===== config.mk =====
export PLATFORM = sky130hd
export DESIGN_NAME = http_body_dechunker
export DESIGN_NICKNAME = d
export VERILOG_FILES = /design/src/rtl/hbd_pkg.sv /design/src/rtl/http_body_dechunker.sv /design/src/rtl/hbd_result_fifo.sv /design/src/rtl/hbd_parser.sv
export SDC_FILE = /design/constraint.sdc
export NUM_CORES = 1
export LEC_CHECK = 0
export BUFFER_PORTS_ARGS = -buffer_cell sky130_fd_sc_hd__buf_2
export CAP_MARGIN = 20
export CORE_AREA = 2 2 238 240
export CTS_CLUSTER_SIZE = 16
export DETAILED_ROUTE_END_ITERATION = 12
export DIE_AREA = 0 0 240 242
export GPL_TIMING_DRIVEN = 0
export SYNTH_ARGS = -nofsm -noshare
export SYNTH_HDL_FRONTEND = slang
export SYNTH_HIERARCHICAL = 1
export SYNTH_SLANG_ARGS = --single-unit

===== constraint.sdc =====
create_clock -name clk -period 25.3 [get_ports clk]
set_input_delay 3.795 -clock clk [delete_from_list [all_inputs] [get_ports clk]]
set_output_delay 3.795 -clock clk [all_outputs]
set_load 0.01 [all_outputs]

===== src/rtl/hbd_pkg.sv =====
`timescale 1ns / 1ps

package hbd_pkg;

	// Default sizes of the byte counters and the line counter.
	localparam int COUNT_BITS_DEF = 32;
	localparam int LINE_BITS_DEF  = 16;

	// Result queue depth; one item may push two results.
	localparam int RES_DEPTH = 4;
	localparam int RES_PTR_W = $clog2(RES_DEPTH);
	localparam int RES_CNT_W = $clog2(RES_DEPTH + 1);

	// Configuration register indexes.
	localparam logic [1:0] REG_BODY_MODE   = 2'd0;
	localparam logic [1:0] REG_BODY_LENGTH = 2'd1;
	localparam logic [1:0] REG_MAX_LINE    = 2'd2;
	localparam logic [1:0] REG_MAX_TRAILER = 2'd3;

	// Body modes.
	localparam logic [1:0] MODE_FIXED   = 2'd0;
	localparam logic [1:0] MODE_CHUNKED = 2'd1;

	// Register values after reset.
	localparam logic [1:0]  RST_BODY_MODE   = MODE_CHUNKED;
	localparam logic [31:0] RST_BODY_LENGTH = 32'd0;
	localparam logic [15:0] RST_MAX_LINE    = 16'd16384;
	localparam logic [31:0] RST_MAX_TRAILER = 32'd65536;

	// Characters the parser looks for.
	localparam logic [7:0] CH_LF    = 8'h0A;
	localparam logic [7:0] CH_CR    = 8'h0D;
	localparam logic [7:0] CH_SPACE = 8'h20;
	localparam logic [7:0] CH_COLON = 8'h3A;

	// Input item operations.
	localparam logic OP_BYTE  = 1'b0;
	localparam logic OP_START = 1'b1;

	typedef enum logic [2:0] {
		KIND_BODY,
		KIND_TBYTE,
		KIND_TEND,
		KIND_DONE,
		KIND_ERR
	} kind_t;

	typedef enum logic [2:0] {
		ERR_NONE,
		ERR_LINE_LONG,
		ERR_EMPTY_SIZE,
		ERR_BAD_SIZE,
		ERR_NO_CRLF,
		ERR_NO_COLON,
		ERR_TRAILER_BIG
	} err_t;

	typedef struct packed {
		kind_t       kind;
		logic [7:0]  out_byte;
		err_t        error_code;
		logic        last;
	} res_t;

	// Up to two results produced by one input item.
	typedef struct packed {
		logic [1:0] n;
		res_t       r0;
		res_t       r1;
	} push_t;

	typedef struct packed {
		logic [1:0]  body_mode;
		logic [31:0] body_length;
		logic [15:0] max_line_bytes;
		logic [31:0] max_trailer_bytes;
	} cfg_t;

endpackage


===== src/rtl/http_body_dechunker.sv =====
`timescale 1ns / 1ps

// Channel   Direction  Handshake              Payload
// input     in         in_valid / in_stall    op, in_byte
// result    out        out_valid / out_stall  kind, out_byte, error_code, last_of_run
// config    in         cfg_we                 cfg_index, cfg_wdata
//
// An item is registered on acceptance and parsed once the queue has room for two
// results; its zero, one or two results enter a four-entry result queue and can leave
// in the cycle after. One item is accepted per cycle while in_stall is low; items that
// give two results are limited by the result port: one result per unstalled cycle.
// Reset leaves chunked mode selected and the parser waiting for a size line.
// The input stalls only while the held item waits for two free queue slots.

module http_body_dechunker #(
	parameter int COUNT_BITS = hbd_pkg::COUNT_BITS_DEF,
	parameter int LINE_BITS  = hbd_pkg::LINE_BITS_DEF
) (
	input  logic        clk,
	input  logic        arst_n,
	input  logic        in_valid,
	output logic        in_stall,
	input  logic        op,
	input  logic [7:0]  in_byte,
	output logic        out_valid,
	input  logic        out_stall,
	output logic [2:0]  kind,
	output logic [7:0]  out_byte,
	output logic [2:0]  error_code,
	output logic        last_of_run,
	input  logic        cfg_we,
	input  logic [1:0]  cfg_index,
	input  logic [31:0] cfg_wdata
);
	import hbd_pkg::*;

	cfg_t                 cfg_q;
	logic                 valid_s1;
	logic                 op_s1;
	logic [7:0]           byte_s1;
	logic                 fire;
	logic                 accept;
	logic                 pop;
	push_t                push;
	res_t                 head;
	logic [RES_CNT_W-1:0] count;

	// The held item moves on when the queue can take two results.
	assign fire     = valid_s1 && (count <= RES_CNT_W'(RES_DEPTH - 2));
	assign in_stall = valid_s1 && !fire;
	assign accept   = in_valid && !in_stall;

	// Configuration registers.
	always_ff @(posedge clk or negedge arst_n) begin
		if (!arst_n) begin
			cfg_q.body_mode         <= RST_BODY_MODE;
			cfg_q.body_length       <= RST_BODY_LENGTH;
			cfg_q.max_line_bytes    <= RST_MAX_LINE;
			cfg_q.max_trailer_bytes <= RST_MAX_TRAILER;
		end else if (cfg_we) begin
			unique case (cfg_index)
				REG_BODY_MODE:   cfg_q.body_mode         <= cfg_wdata[1:0];
				REG_BODY_LENGTH: cfg_q.body_length       <= cfg_wdata;
				REG_MAX_LINE:    cfg_q.max_line_bytes    <= cfg_wdata[15:0];
				REG_MAX_TRAILER: cfg_q.max_trailer_bytes <= cfg_wdata;
			endcase
		end
	end

	// Input register.
	always_ff @(posedge clk or negedge arst_n) begin
		if (!arst_n) begin
			valid_s1 <= 1'b0;
		end else if (accept) begin
			valid_s1 <= 1'b1;
		end else if (fire) begin
			valid_s1 <= 1'b0;
		end
	end

	always_ff @(posedge clk) begin
		if (accept) begin
			op_s1   <= op;
			byte_s1 <= in_byte;
		end
	end

	hbd_parser #(
		.COUNT_BITS (COUNT_BITS),
		.LINE_BITS  (LINE_BITS)
	) u_parser (
		.clk     (clk),
		.arst_n  (arst_n),
		.step    (fire),
		.op      (op_s1),
		.in_byte (byte_s1),
		.cfg     (cfg_q),
		.push    (push)
	);

	hbd_result_fifo u_fifo (
		.clk    (clk),
		.arst_n (arst_n),
		.push   (push),
		.pop    (pop),
		.head   (head),
		.count  (count)
	);

	// Result port.
	assign out_valid   = (count != '0);
	assign pop         = out_valid && !out_stall;
	assign kind        = head.kind;
	assign out_byte    = head.out_byte;
	assign error_code  = head.error_code;
	assign last_of_run = head.last;

`ifndef SYNTH
	// Results are only produced when the queue has room for both.
	a_push_room: assert property (@(posedge clk) disable iff (!arst_n)
		(push.n != 2'd0) |-> (count <= RES_CNT_W'(RES_DEPTH - 2)))
		else $error("results pushed into a full queue");

	// A pushed result is offered on the next cycle.
	a_push_shows: assert property (@(posedge clk) disable iff (!arst_n)
		(push.n != 2'd0) |=> out_valid)
		else $error("pushed result not offered");

	// Only the final result of an item carries the run mark.
	a_last_mark: assert property (@(posedge clk) disable iff (!arst_n)
		(push.n == 2'd2) |-> (push.r1.last && !push.r0.last))
		else $error("run mark on the wrong result");

	// The queue never holds more than its depth.
	a_count_bound: assert property (@(posedge clk) disable iff (!arst_n)
		count <= RES_CNT_W'(RES_DEPTH))
		else $error("result queue overflow");
`endif

endmodule


===== src/rtl/hbd_result_fifo.sv =====
`timescale 1ns / 1ps

module hbd_result_fifo (
	input  logic                          clk,
	input  logic                          arst_n,
	input  hbd_pkg::push_t                push,
	input  logic                          pop,
	output hbd_pkg::res_t                 head,
	output logic [hbd_pkg::RES_CNT_W-1:0] count
);
	import hbd_pkg::*;

	res_t                 mem_q [RES_DEPTH];
	logic [RES_PTR_W-1:0] wptr_q;
	logic [RES_PTR_W-1:0] rptr_q;
	logic [RES_CNT_W-1:0] count_q;
	logic [RES_PTR_W-1:0] wptr_n1;

	assign wptr_n1 = wptr_q + RES_PTR_W'(1);

	// Pointers and fill level.
	always_ff @(posedge clk or negedge arst_n) begin
		if (!arst_n) begin
			wptr_q  <= '0;
			rptr_q  <= '0;
			count_q <= '0;
		end else begin
			wptr_q  <= wptr_q + RES_PTR_W'(push.n);
			if (pop) begin
				rptr_q <= rptr_q + RES_PTR_W'(1);
			end
			count_q <= count_q + RES_CNT_W'(push.n) - RES_CNT_W'(pop);
		end
	end

	// Result storage; the second result of an item goes one slot further on.
	always_ff @(posedge clk) begin
		if (push.n != 2'd0) begin
			mem_q[wptr_q] <= push.r0;
		end
		if (push.n == 2'd2) begin
			mem_q[wptr_n1] <= push.r1;
		end
	end

	assign head  = mem_q[rptr_q];
	assign count = count_q;

endmodule


===== src/rtl/hbd_parser.sv =====
`timescale 1ns / 1ps

module hbd_parser #(
	parameter int COUNT_BITS = hbd_pkg::COUNT_BITS_DEF,
	parameter int LINE_BITS  = hbd_pkg::LINE_BITS_DEF
) (
	input  logic           clk,
	input  logic           arst_n,
	input  logic           step,
	input  logic           op,
	input  logic [7:0]     in_byte,
	input  hbd_pkg::cfg_t  cfg,
	output hbd_pkg::push_t push
);
	import hbd_pkg::*;

	localparam int BL_W  = (COUNT_BITS > 32) ? COUNT_BITS : 32;
	localparam int LC_W  = ((LINE_BITS > 16) ? LINE_BITS : 16) + 1;
	localparam int SUM_W = ((LINE_BITS > 32) ? LINE_BITS : 32) + 2;

	typedef enum logic [2:0] {
		PH_SIZE,
		PH_CHUNK,
		PH_CR,
		PH_LF,
		PH_TRAILER,
		PH_FIXED,
		PH_TUNNEL,
		PH_HALT
	} phase_t;

	typedef struct packed {
		logic cr;
		logic ext;
		logic digit;
		logic bad;
		logic colon;
	} flags_t;

	phase_t                  phase_q, phase_d;
	logic [COUNT_BITS-1:0]   bytes_left_q, bytes_left_d;
	logic [COUNT_BITS-1:0]   size_accum_q, size_accum_d;
	logic [LINE_BITS-1:0]    line_count_q, line_count_d;
	logic [31:0]             trailer_total_q, trailer_total_d;
	flags_t                  flags_q, flags_d;
	push_t                   push_d;

	// Hex digit decode: valid bit over the nibble value.
	function automatic logic [4:0] hex_dec(input logic [7:0] c);
		logic [4:0] r;
		r = 5'd0;
		if (c >= "0" && c <= "9") begin
			r = {1'b1, 4'(c - "0")};
		end else if (c >= "a" && c <= "f") begin
			r = {1'b1, 4'(c - "a" + 8'd10)};
		end else if (c >= "A" && c <= "F") begin
			r = {1'b1, 4'(c - "A" + 8'd10)};
		end
		return r;
	endfunction

	// Appends one result to the item's list.
	function automatic push_t add_res(input push_t p, input kind_t k,
			input logic [7:0] b, input err_t e);
		push_t q;
		res_t  r;
		r = '{kind: k, out_byte: b, error_code: e, last: 1'b0};
		q = p;
		if (p.n == 2'd0) begin
			q.r0 = r;
		end else begin
			q.r1 = r;
		end
		q.n = p.n + 2'd1;
		return q;
	endfunction

	// One item's effect on the parsing state.
	always_comb begin
		logic [COUNT_BITS-1:0] bl_dec;
		logic [COUNT_BITS-1:0] start_bl;
		logic [LINE_BITS-1:0]  len;
		logic [SUM_W-1:0]      tsum;
		logic [31:0]           tnew;
		logic [4:0]            hx;
		logic                  too_long;

		phase_d         = phase_q;
		bytes_left_d    = bytes_left_q;
		size_accum_d    = size_accum_q;
		line_count_d    = line_count_q;
		trailer_total_d = trailer_total_q;
		flags_d         = flags_q;
		push_d          = '0;

		bl_dec = (bytes_left_q != '0) ? bytes_left_q - COUNT_BITS'(1) : '0;
		start_bl = (BL_W'(cfg.body_length) > BL_W'({COUNT_BITS{1'b1}})) ?
			{COUNT_BITS{1'b1}} : COUNT_BITS'(cfg.body_length);
		len = line_count_q - LINE_BITS'(flags_q.cr);
		tsum = SUM_W'(trailer_total_q) + SUM_W'(len) + SUM_W'(1);
		tnew = (tsum > SUM_W'(32'hFFFF_FFFF)) ? 32'hFFFF_FFFF : tsum[31:0];
		hx = hex_dec(in_byte);
		too_long = (line_count_q == {LINE_BITS{1'b1}}) ||
			(LC_W'(line_count_q) + LC_W'(1) > LC_W'(cfg.max_line_bytes));

		if (step) begin
			if (op == OP_START) begin
				// A start item clears everything and picks the body mode.
				bytes_left_d    = '0;
				trailer_total_d = '0;
				line_count_d    = '0;
				flags_d         = '0;
				size_accum_d    = '0;
				if (cfg.body_mode == MODE_FIXED) begin
					bytes_left_d = start_bl;
					if (start_bl == '0) begin
						phase_d = PH_HALT;
						push_d  = add_res(push_d, KIND_DONE, 8'd0, ERR_NONE);
					end else begin
						phase_d = PH_FIXED;
					end
				end else if (cfg.body_mode == MODE_CHUNKED) begin
					phase_d = PH_SIZE;
				end else begin
					phase_d = PH_TUNNEL;
				end
			end else begin
				unique case (phase_q)
					PH_TUNNEL: begin
						push_d = add_res(push_d, KIND_BODY, in_byte, ERR_NONE);
					end
					PH_FIXED: begin
						push_d = add_res(push_d, KIND_BODY, in_byte, ERR_NONE);
						bytes_left_d = bl_dec;
						if (bl_dec == '0) begin
							phase_d = PH_HALT;
							push_d  = add_res(push_d, KIND_DONE, 8'd0, ERR_NONE);
						end
					end
					PH_CHUNK: begin
						push_d = add_res(push_d, KIND_BODY, in_byte, ERR_NONE);
						bytes_left_d = bl_dec;
						if (bl_dec == '0) begin
							phase_d = PH_CR;
						end
					end
					PH_CR: begin
						if (in_byte == CH_CR) begin
							phase_d = PH_LF;
						end else begin
							phase_d = PH_HALT;
							push_d  = add_res(push_d, KIND_ERR, 8'd0, ERR_NO_CRLF);
						end
					end
					PH_LF: begin
						if (in_byte == CH_LF) begin
							phase_d      = PH_SIZE;
							line_count_d = '0;
							flags_d      = '0;
							size_accum_d = '0;
						end else begin
							phase_d = PH_HALT;
							push_d  = add_res(push_d, KIND_ERR, 8'd0, ERR_NO_CRLF);
						end
					end
					PH_SIZE, PH_TRAILER: begin
						if (in_byte == CH_LF) begin
							// End of a size line or a trailer line.
							if (phase_q == PH_SIZE) begin
								if (len == '0) begin
									phase_d = PH_HALT;
									push_d  = add_res(push_d, KIND_ERR, 8'd0,
										ERR_EMPTY_SIZE);
								end else if (flags_q.bad || !flags_q.digit) begin
									phase_d = PH_HALT;
									push_d  = add_res(push_d, KIND_ERR, 8'd0,
										ERR_BAD_SIZE);
								end else begin
									if (size_accum_q == '0) begin
										phase_d = PH_TRAILER;
									end else begin
										bytes_left_d = size_accum_q;
										phase_d      = PH_CHUNK;
									end
									line_count_d = '0;
									flags_d      = '0;
									size_accum_d = '0;
								end
							end else if (len == '0) begin
								phase_d = PH_HALT;
								push_d  = add_res(push_d, KIND_DONE, 8'd0, ERR_NONE);
							end else if (!flags_q.colon) begin
								phase_d = PH_HALT;
								push_d  = add_res(push_d, KIND_ERR, 8'd0, ERR_NO_COLON);
							end else begin
								trailer_total_d = tnew;
								line_count_d    = '0;
								flags_d         = '0;
								size_accum_d    = '0;
								push_d = add_res(push_d, KIND_TEND, 8'd0, ERR_NONE);
								if (tnew > cfg.max_trailer_bytes) begin
									phase_d = PH_HALT;
									push_d  = add_res(push_d, KIND_ERR, 8'd0,
										ERR_TRAILER_BIG);
								end
							end
						end else if (too_long) begin
							phase_d = PH_HALT;
							push_d  = add_res(push_d, KIND_ERR, 8'd0, ERR_LINE_LONG);
						end else begin
							line_count_d = line_count_q + LINE_BITS'(1);
							flags_d.cr   = (in_byte == CH_CR);
							if (phase_q == PH_TRAILER) begin
								// A held CR not followed by LF belongs to the line.
								if (flags_q.cr) begin
									push_d = add_res(push_d, KIND_TBYTE, CH_CR, ERR_NONE);
								end
								if (in_byte != CH_CR) begin
									push_d = add_res(push_d, KIND_TBYTE, in_byte,
										ERR_NONE);
									if (in_byte == CH_COLON) begin
										flags_d.colon = 1'b1;
									end
								end
							end else if (!flags_q.ext) begin
								// Size digits until the first space.
								if (flags_q.cr) begin
									flags_d.bad = 1'b1;
								end
								if (in_byte == CH_CR) begin
									flags_d.cr = 1'b1;
								end else if (in_byte == CH_SPACE) begin
									flags_d.ext = 1'b1;
								end else if (!hx[4] ||
										size_accum_q[COUNT_BITS-1 -: 4] != 4'd0) begin
									flags_d.bad = 1'b1;
								end else begin
									size_accum_d  = {size_accum_q[COUNT_BITS-5:0], hx[3:0]};
									flags_d.digit = 1'b1;
								end
							end
						end
					end
					PH_HALT: begin
						phase_d = PH_HALT;
					end
				endcase
			end
		end

		// Mark the final result of this item.
		if (push_d.n == 2'd1) begin
			push_d.r0.last = 1'b1;
		end else if (push_d.n == 2'd2) begin
			push_d.r1.last = 1'b1;
		end
	end

	// Parsing state.
	always_ff @(posedge clk or negedge arst_n) begin
		if (!arst_n) begin
			phase_q         <= PH_SIZE;
			bytes_left_q    <= '0;
			size_accum_q    <= '0;
			line_count_q    <= '0;
			trailer_total_q <= '0;
			flags_q         <= '0;
		end else begin
			phase_q         <= phase_d;
			bytes_left_q    <= bytes_left_d;
			size_accum_q    <= size_accum_d;
			line_count_q    <= line_count_d;
			trailer_total_q <= trailer_total_d;
			flags_q         <= flags_d;
		end
	end

	assign push = push_d;

endmodule


==> results_dict.tcl <==
set metrics [dict create \
    synthFlopType "dfrtp_1" \
    clock_sinks 279 \
    hold_violations 0 \
    syn_nets 1856 \
    netlist_instances 1727 \
    cts_root_buf "clkbuf_16" \
    dpl.hpwl_mm 39.79 \
    crit_fanout 15 \
    gr-total-overflow 0 \
    htree_levels 2 \
    initial_core_util 0.3161 \
    crit_slowest_cell "dfrtp_1" \
    vias 14100 \
    cts_tree "yes" \
    clk_pin_slew_ps 60 \
    drc 0 \
    ys_seq_area_frac 0.4161 \
    crit_type "reg2reg" \
    rsz0062_at_grt "no" \
    min_path_type "reg2reg" \
    grt_pass1_vias 14010 \
    antenna_left 0 \
    power.density_nw_per_um2 89.37 \
    fin_crit_ps 9839 \
    tns_ps 0 \
    grt_max_degree 112 \
    ys_warn_count 6 \
    maxSlewHeadroom 0.3812 \
    antenna_found_initial 0 \
    gp_congestion 0.8990 \
    avgSynthCellArea_um2 10.20 \
    synth.distinct_cells 94 \
    synth-seq-cells 279 \
    endpoint_kind "flop" \
    synthArstFlopShare 0.7527 \
    wirelength_mm 52.94 \
    die_x_um 240 \
    max_freq_mhz 101.6 \
    syn-cell-area_um2 17620 \
    required_ps 25450 \
    num-fill-cells 5656 \
    maxSlewViolCount 0 \
    tightest_slew_ps 928.1 \
    io_buffers 64 \
    dpl-instance-area_um2 18990 \
    wl_per_cell_um 20.23 \
    design_area_um2 20170 \
    dp.cells 2552 \
    finalCritPeriodShare 0.3889 \
    hold_buffers 0 \
    via_per_inst 5.388 \
    cp_common_cell "nand2_1" \
    cp.arrival_ps 9990 \
    grtUsageTotal 0.1819 \
    core_um2 55730 \
    cts_resized 0 \
    peakVddDrop_mv 0.05455 \
    finalNonFillerCells 2617 \
    design.die.area_um2 58080 \
    outcome "finished, final reports clean" \
    numCtsBuffers 35 \
    cap_viol_max_count 0 \
    setup_viol 0 \
    finalClockSkew_ps 31.00 \
    leakagePower_nw 8.744 \
    nets 1963 \
    area_growth_pct 14.47 \
    start_kind "flop" \
    post-cts-setup-buffer-count 0 \
    cts.path.max_buffers 3 \
    io_pins 65 \
    synth-edff-count 69 \
    drive_gt1_frac 0.1898 \
    grt_pass1_wl_mm 82.70 \
    clock_latency_ps 550 \
    dr.pass1.iters 8 \
    drtIter0Drc 1095 \
    rows 87 \
    fp.dieH_um 242 \
    cp_slowest_stage_delay_ps 550 \
]
[metrics by stage]
| step | worst slack, ps | utilization | power [W] | hold WS, ps |
|---|---|---|---|---|
| after floorplan | 17340 | - | 0.001063 | 472.5 |
| after global placement | 14110 | 0.3389 | 0.001269 | 488.6 |
| after detailed placement | 15560 | 0.3407 | 0.001283 | 494.5 |
| after CTS | 15530 | 0.3617 | 0.001806 | 509.0 |
| after global routing | 14830 | 0.3618 | 0.001911 | 521.8 |
| final | 15460 | 0.3619 | 0.001802 | 502.8 |
[synth_stat cells (all sizes together) (44+ instances only)]
master / n / area share
dfrtp: 207 / 0.29
mux2: 153 / 0.11
nand2: 153 / 0.033
inv: 122 / 0.026
nor2: 95 / 0.021
o21ai: 89 / 0.025
ha: 79 / 0.056
a21oi: 74 / 0.021
edfxtp: 69 / 0.12
clkbuf: 57 / 0.013
nand3: 49 / 0.014
nor3: 47 / 0.013
xnor2: 44 / 0.022
[area by class of cell]
cell class,count,area [µm²],area share
clock inverters,16,201.4,0.009988
well taps,756,945.9,0.04690
plain buffers,96,510.5,0.02531
diodes,1,2.502,0.0001241
multi-input cells,1230,9339,0.4631
repair buffers,70,407.9,0.02022
clock buffers,47,972.2,0.04820
inverters,122,457.9,0.02271
flip-flops and latches,279,7331,0.3635
[placed cells by master (no fill, tap or decap), types with 25 or more instances in the layout]
| cell type | netlist | final |
|---|---|---|
| a21oi_1 | 73 | 73 |
| a22o_1 | 27 | 27 |
| buf_2 | 13 | 77 |
| clkbuf_1 | 56 | 64 |
| clkbuf_16 | 0 | 36 |
| dfrtp_1 | 207 | 207 |
| edfxtp_1 | 69 | 69 |
| ha_1 | 79 | 79 |
| inv_1 | 122 | 122 |
| mux2_2 | 104 | 104 |
| mux2_4 | 40 | 40 |
| mux2i_1 | 42 | 42 |
| nand2_1 | 153 | 153 |
| nand3_1 | 47 | 47 |
| nand4_1 | 30 | 30 |
| nor2_1 | 94 | 93 |
| nor3_1 | 47 | 47 |
| nor4_1 | 32 | 32 |
| o21ai_0 | 80 | 80 |
| xnor2_1 | 44 | 44 |
| xor2_1 | 25 | 25 |
[metal layers]
layer / global-route usage / share of wire / up-vias
met5: 0 / 0 / -
met2: 0.2877 / 0.45 / 504
met1: 0.2479 / 0.45 / 6950
met3: 0.03692 / 0.068 / 110
li1: - / - / 6536
met4: 0.05901 / 0.033 / 0
[worst max-delay path: cells and delay by family (launching register included)]
kind                     cells  cell delay (ps)
AND/OR/NAND/NOR             11             2620
buffers and inverters        7             1940
adder cells (fa/ha/maj)      3              930
flip-flops                   1              550
XOR/XNOR                     1              280
AO/OA/AOI/OAI               10             3100
[worst paths after layout]
kind                                                 startpoint                                  endpoint  slack (ps)  cells after the start
min in group asynchronous                                arst_n  u_parser/trailer_total_q[23]$_DFFE_PN0P_        3340                      1
worst min register to register            cfg_q[40]$_DFFE_PN0P_                     cfg_q[40]$_DFFE_PN0P_         500                      1
max in group asynchronous                                arst_n                     cfg_q[80]$_DFFE_PN1P_       20930                      2
worst max-delay path            u_parser/flags_q[4]$_DFFE_PN0P_              u_fifo/mem_q[2][1]$_DFFE_PP_       15460                     32
worst max register to register  u_parser/flags_q[4]$_DFFE_PN0P_              u_fifo/mem_q[2][1]$_DFFE_PP_       15460                     32
worst min-delay path                      cfg_q[40]$_DFFE_PN0P_                     cfg_q[40]$_DFFE_PN0P_         500                      1
[registers in the layout (all words and copies together), names as in the netlist, 3 cells and up]
signal                    flops
u_parser/phase_q              3
byte_s1                       8
u_parser/bytes_left_q        32
cfg_q                        82
u_parser/line_count_q        16
u_fifo/count                  3
u_parser/size_accum_q        32
u_parser/trailer_total_q     32
u_parser/flags_q              5
u_fifo/mem_q                 60
[report_power, final]
| part | internal, W | leakage [nW] | total (W) | switching, W |
|---|---|---|---|---|
| combinational | 0.000255 | 4.83 | 0.000677 | 0.000422 |
| sequential | 0.000543 | 3.35 | 0.000608 | 0.0000655 |
| clock | 0.000312 | 0.572 | 0.000517 | 0.000205 |
| total | 0.00111 | 8.74 | 0.00180 | 0.000692 |
[kinds of logic after synthesis]
family,synth area share
AND/OR/NAND/NOR,0.1572
buffers and inverters,0.05496
other,0.0002128
multiplexers,0.1493
AO/OA/AOI/OAI,0.1296
XOR/XNOR,0.03430
adder cells (fa/ha/maj),0.05837
flip-flops,0.4161
No activity file was read; power rests on OpenSTA's default activity.
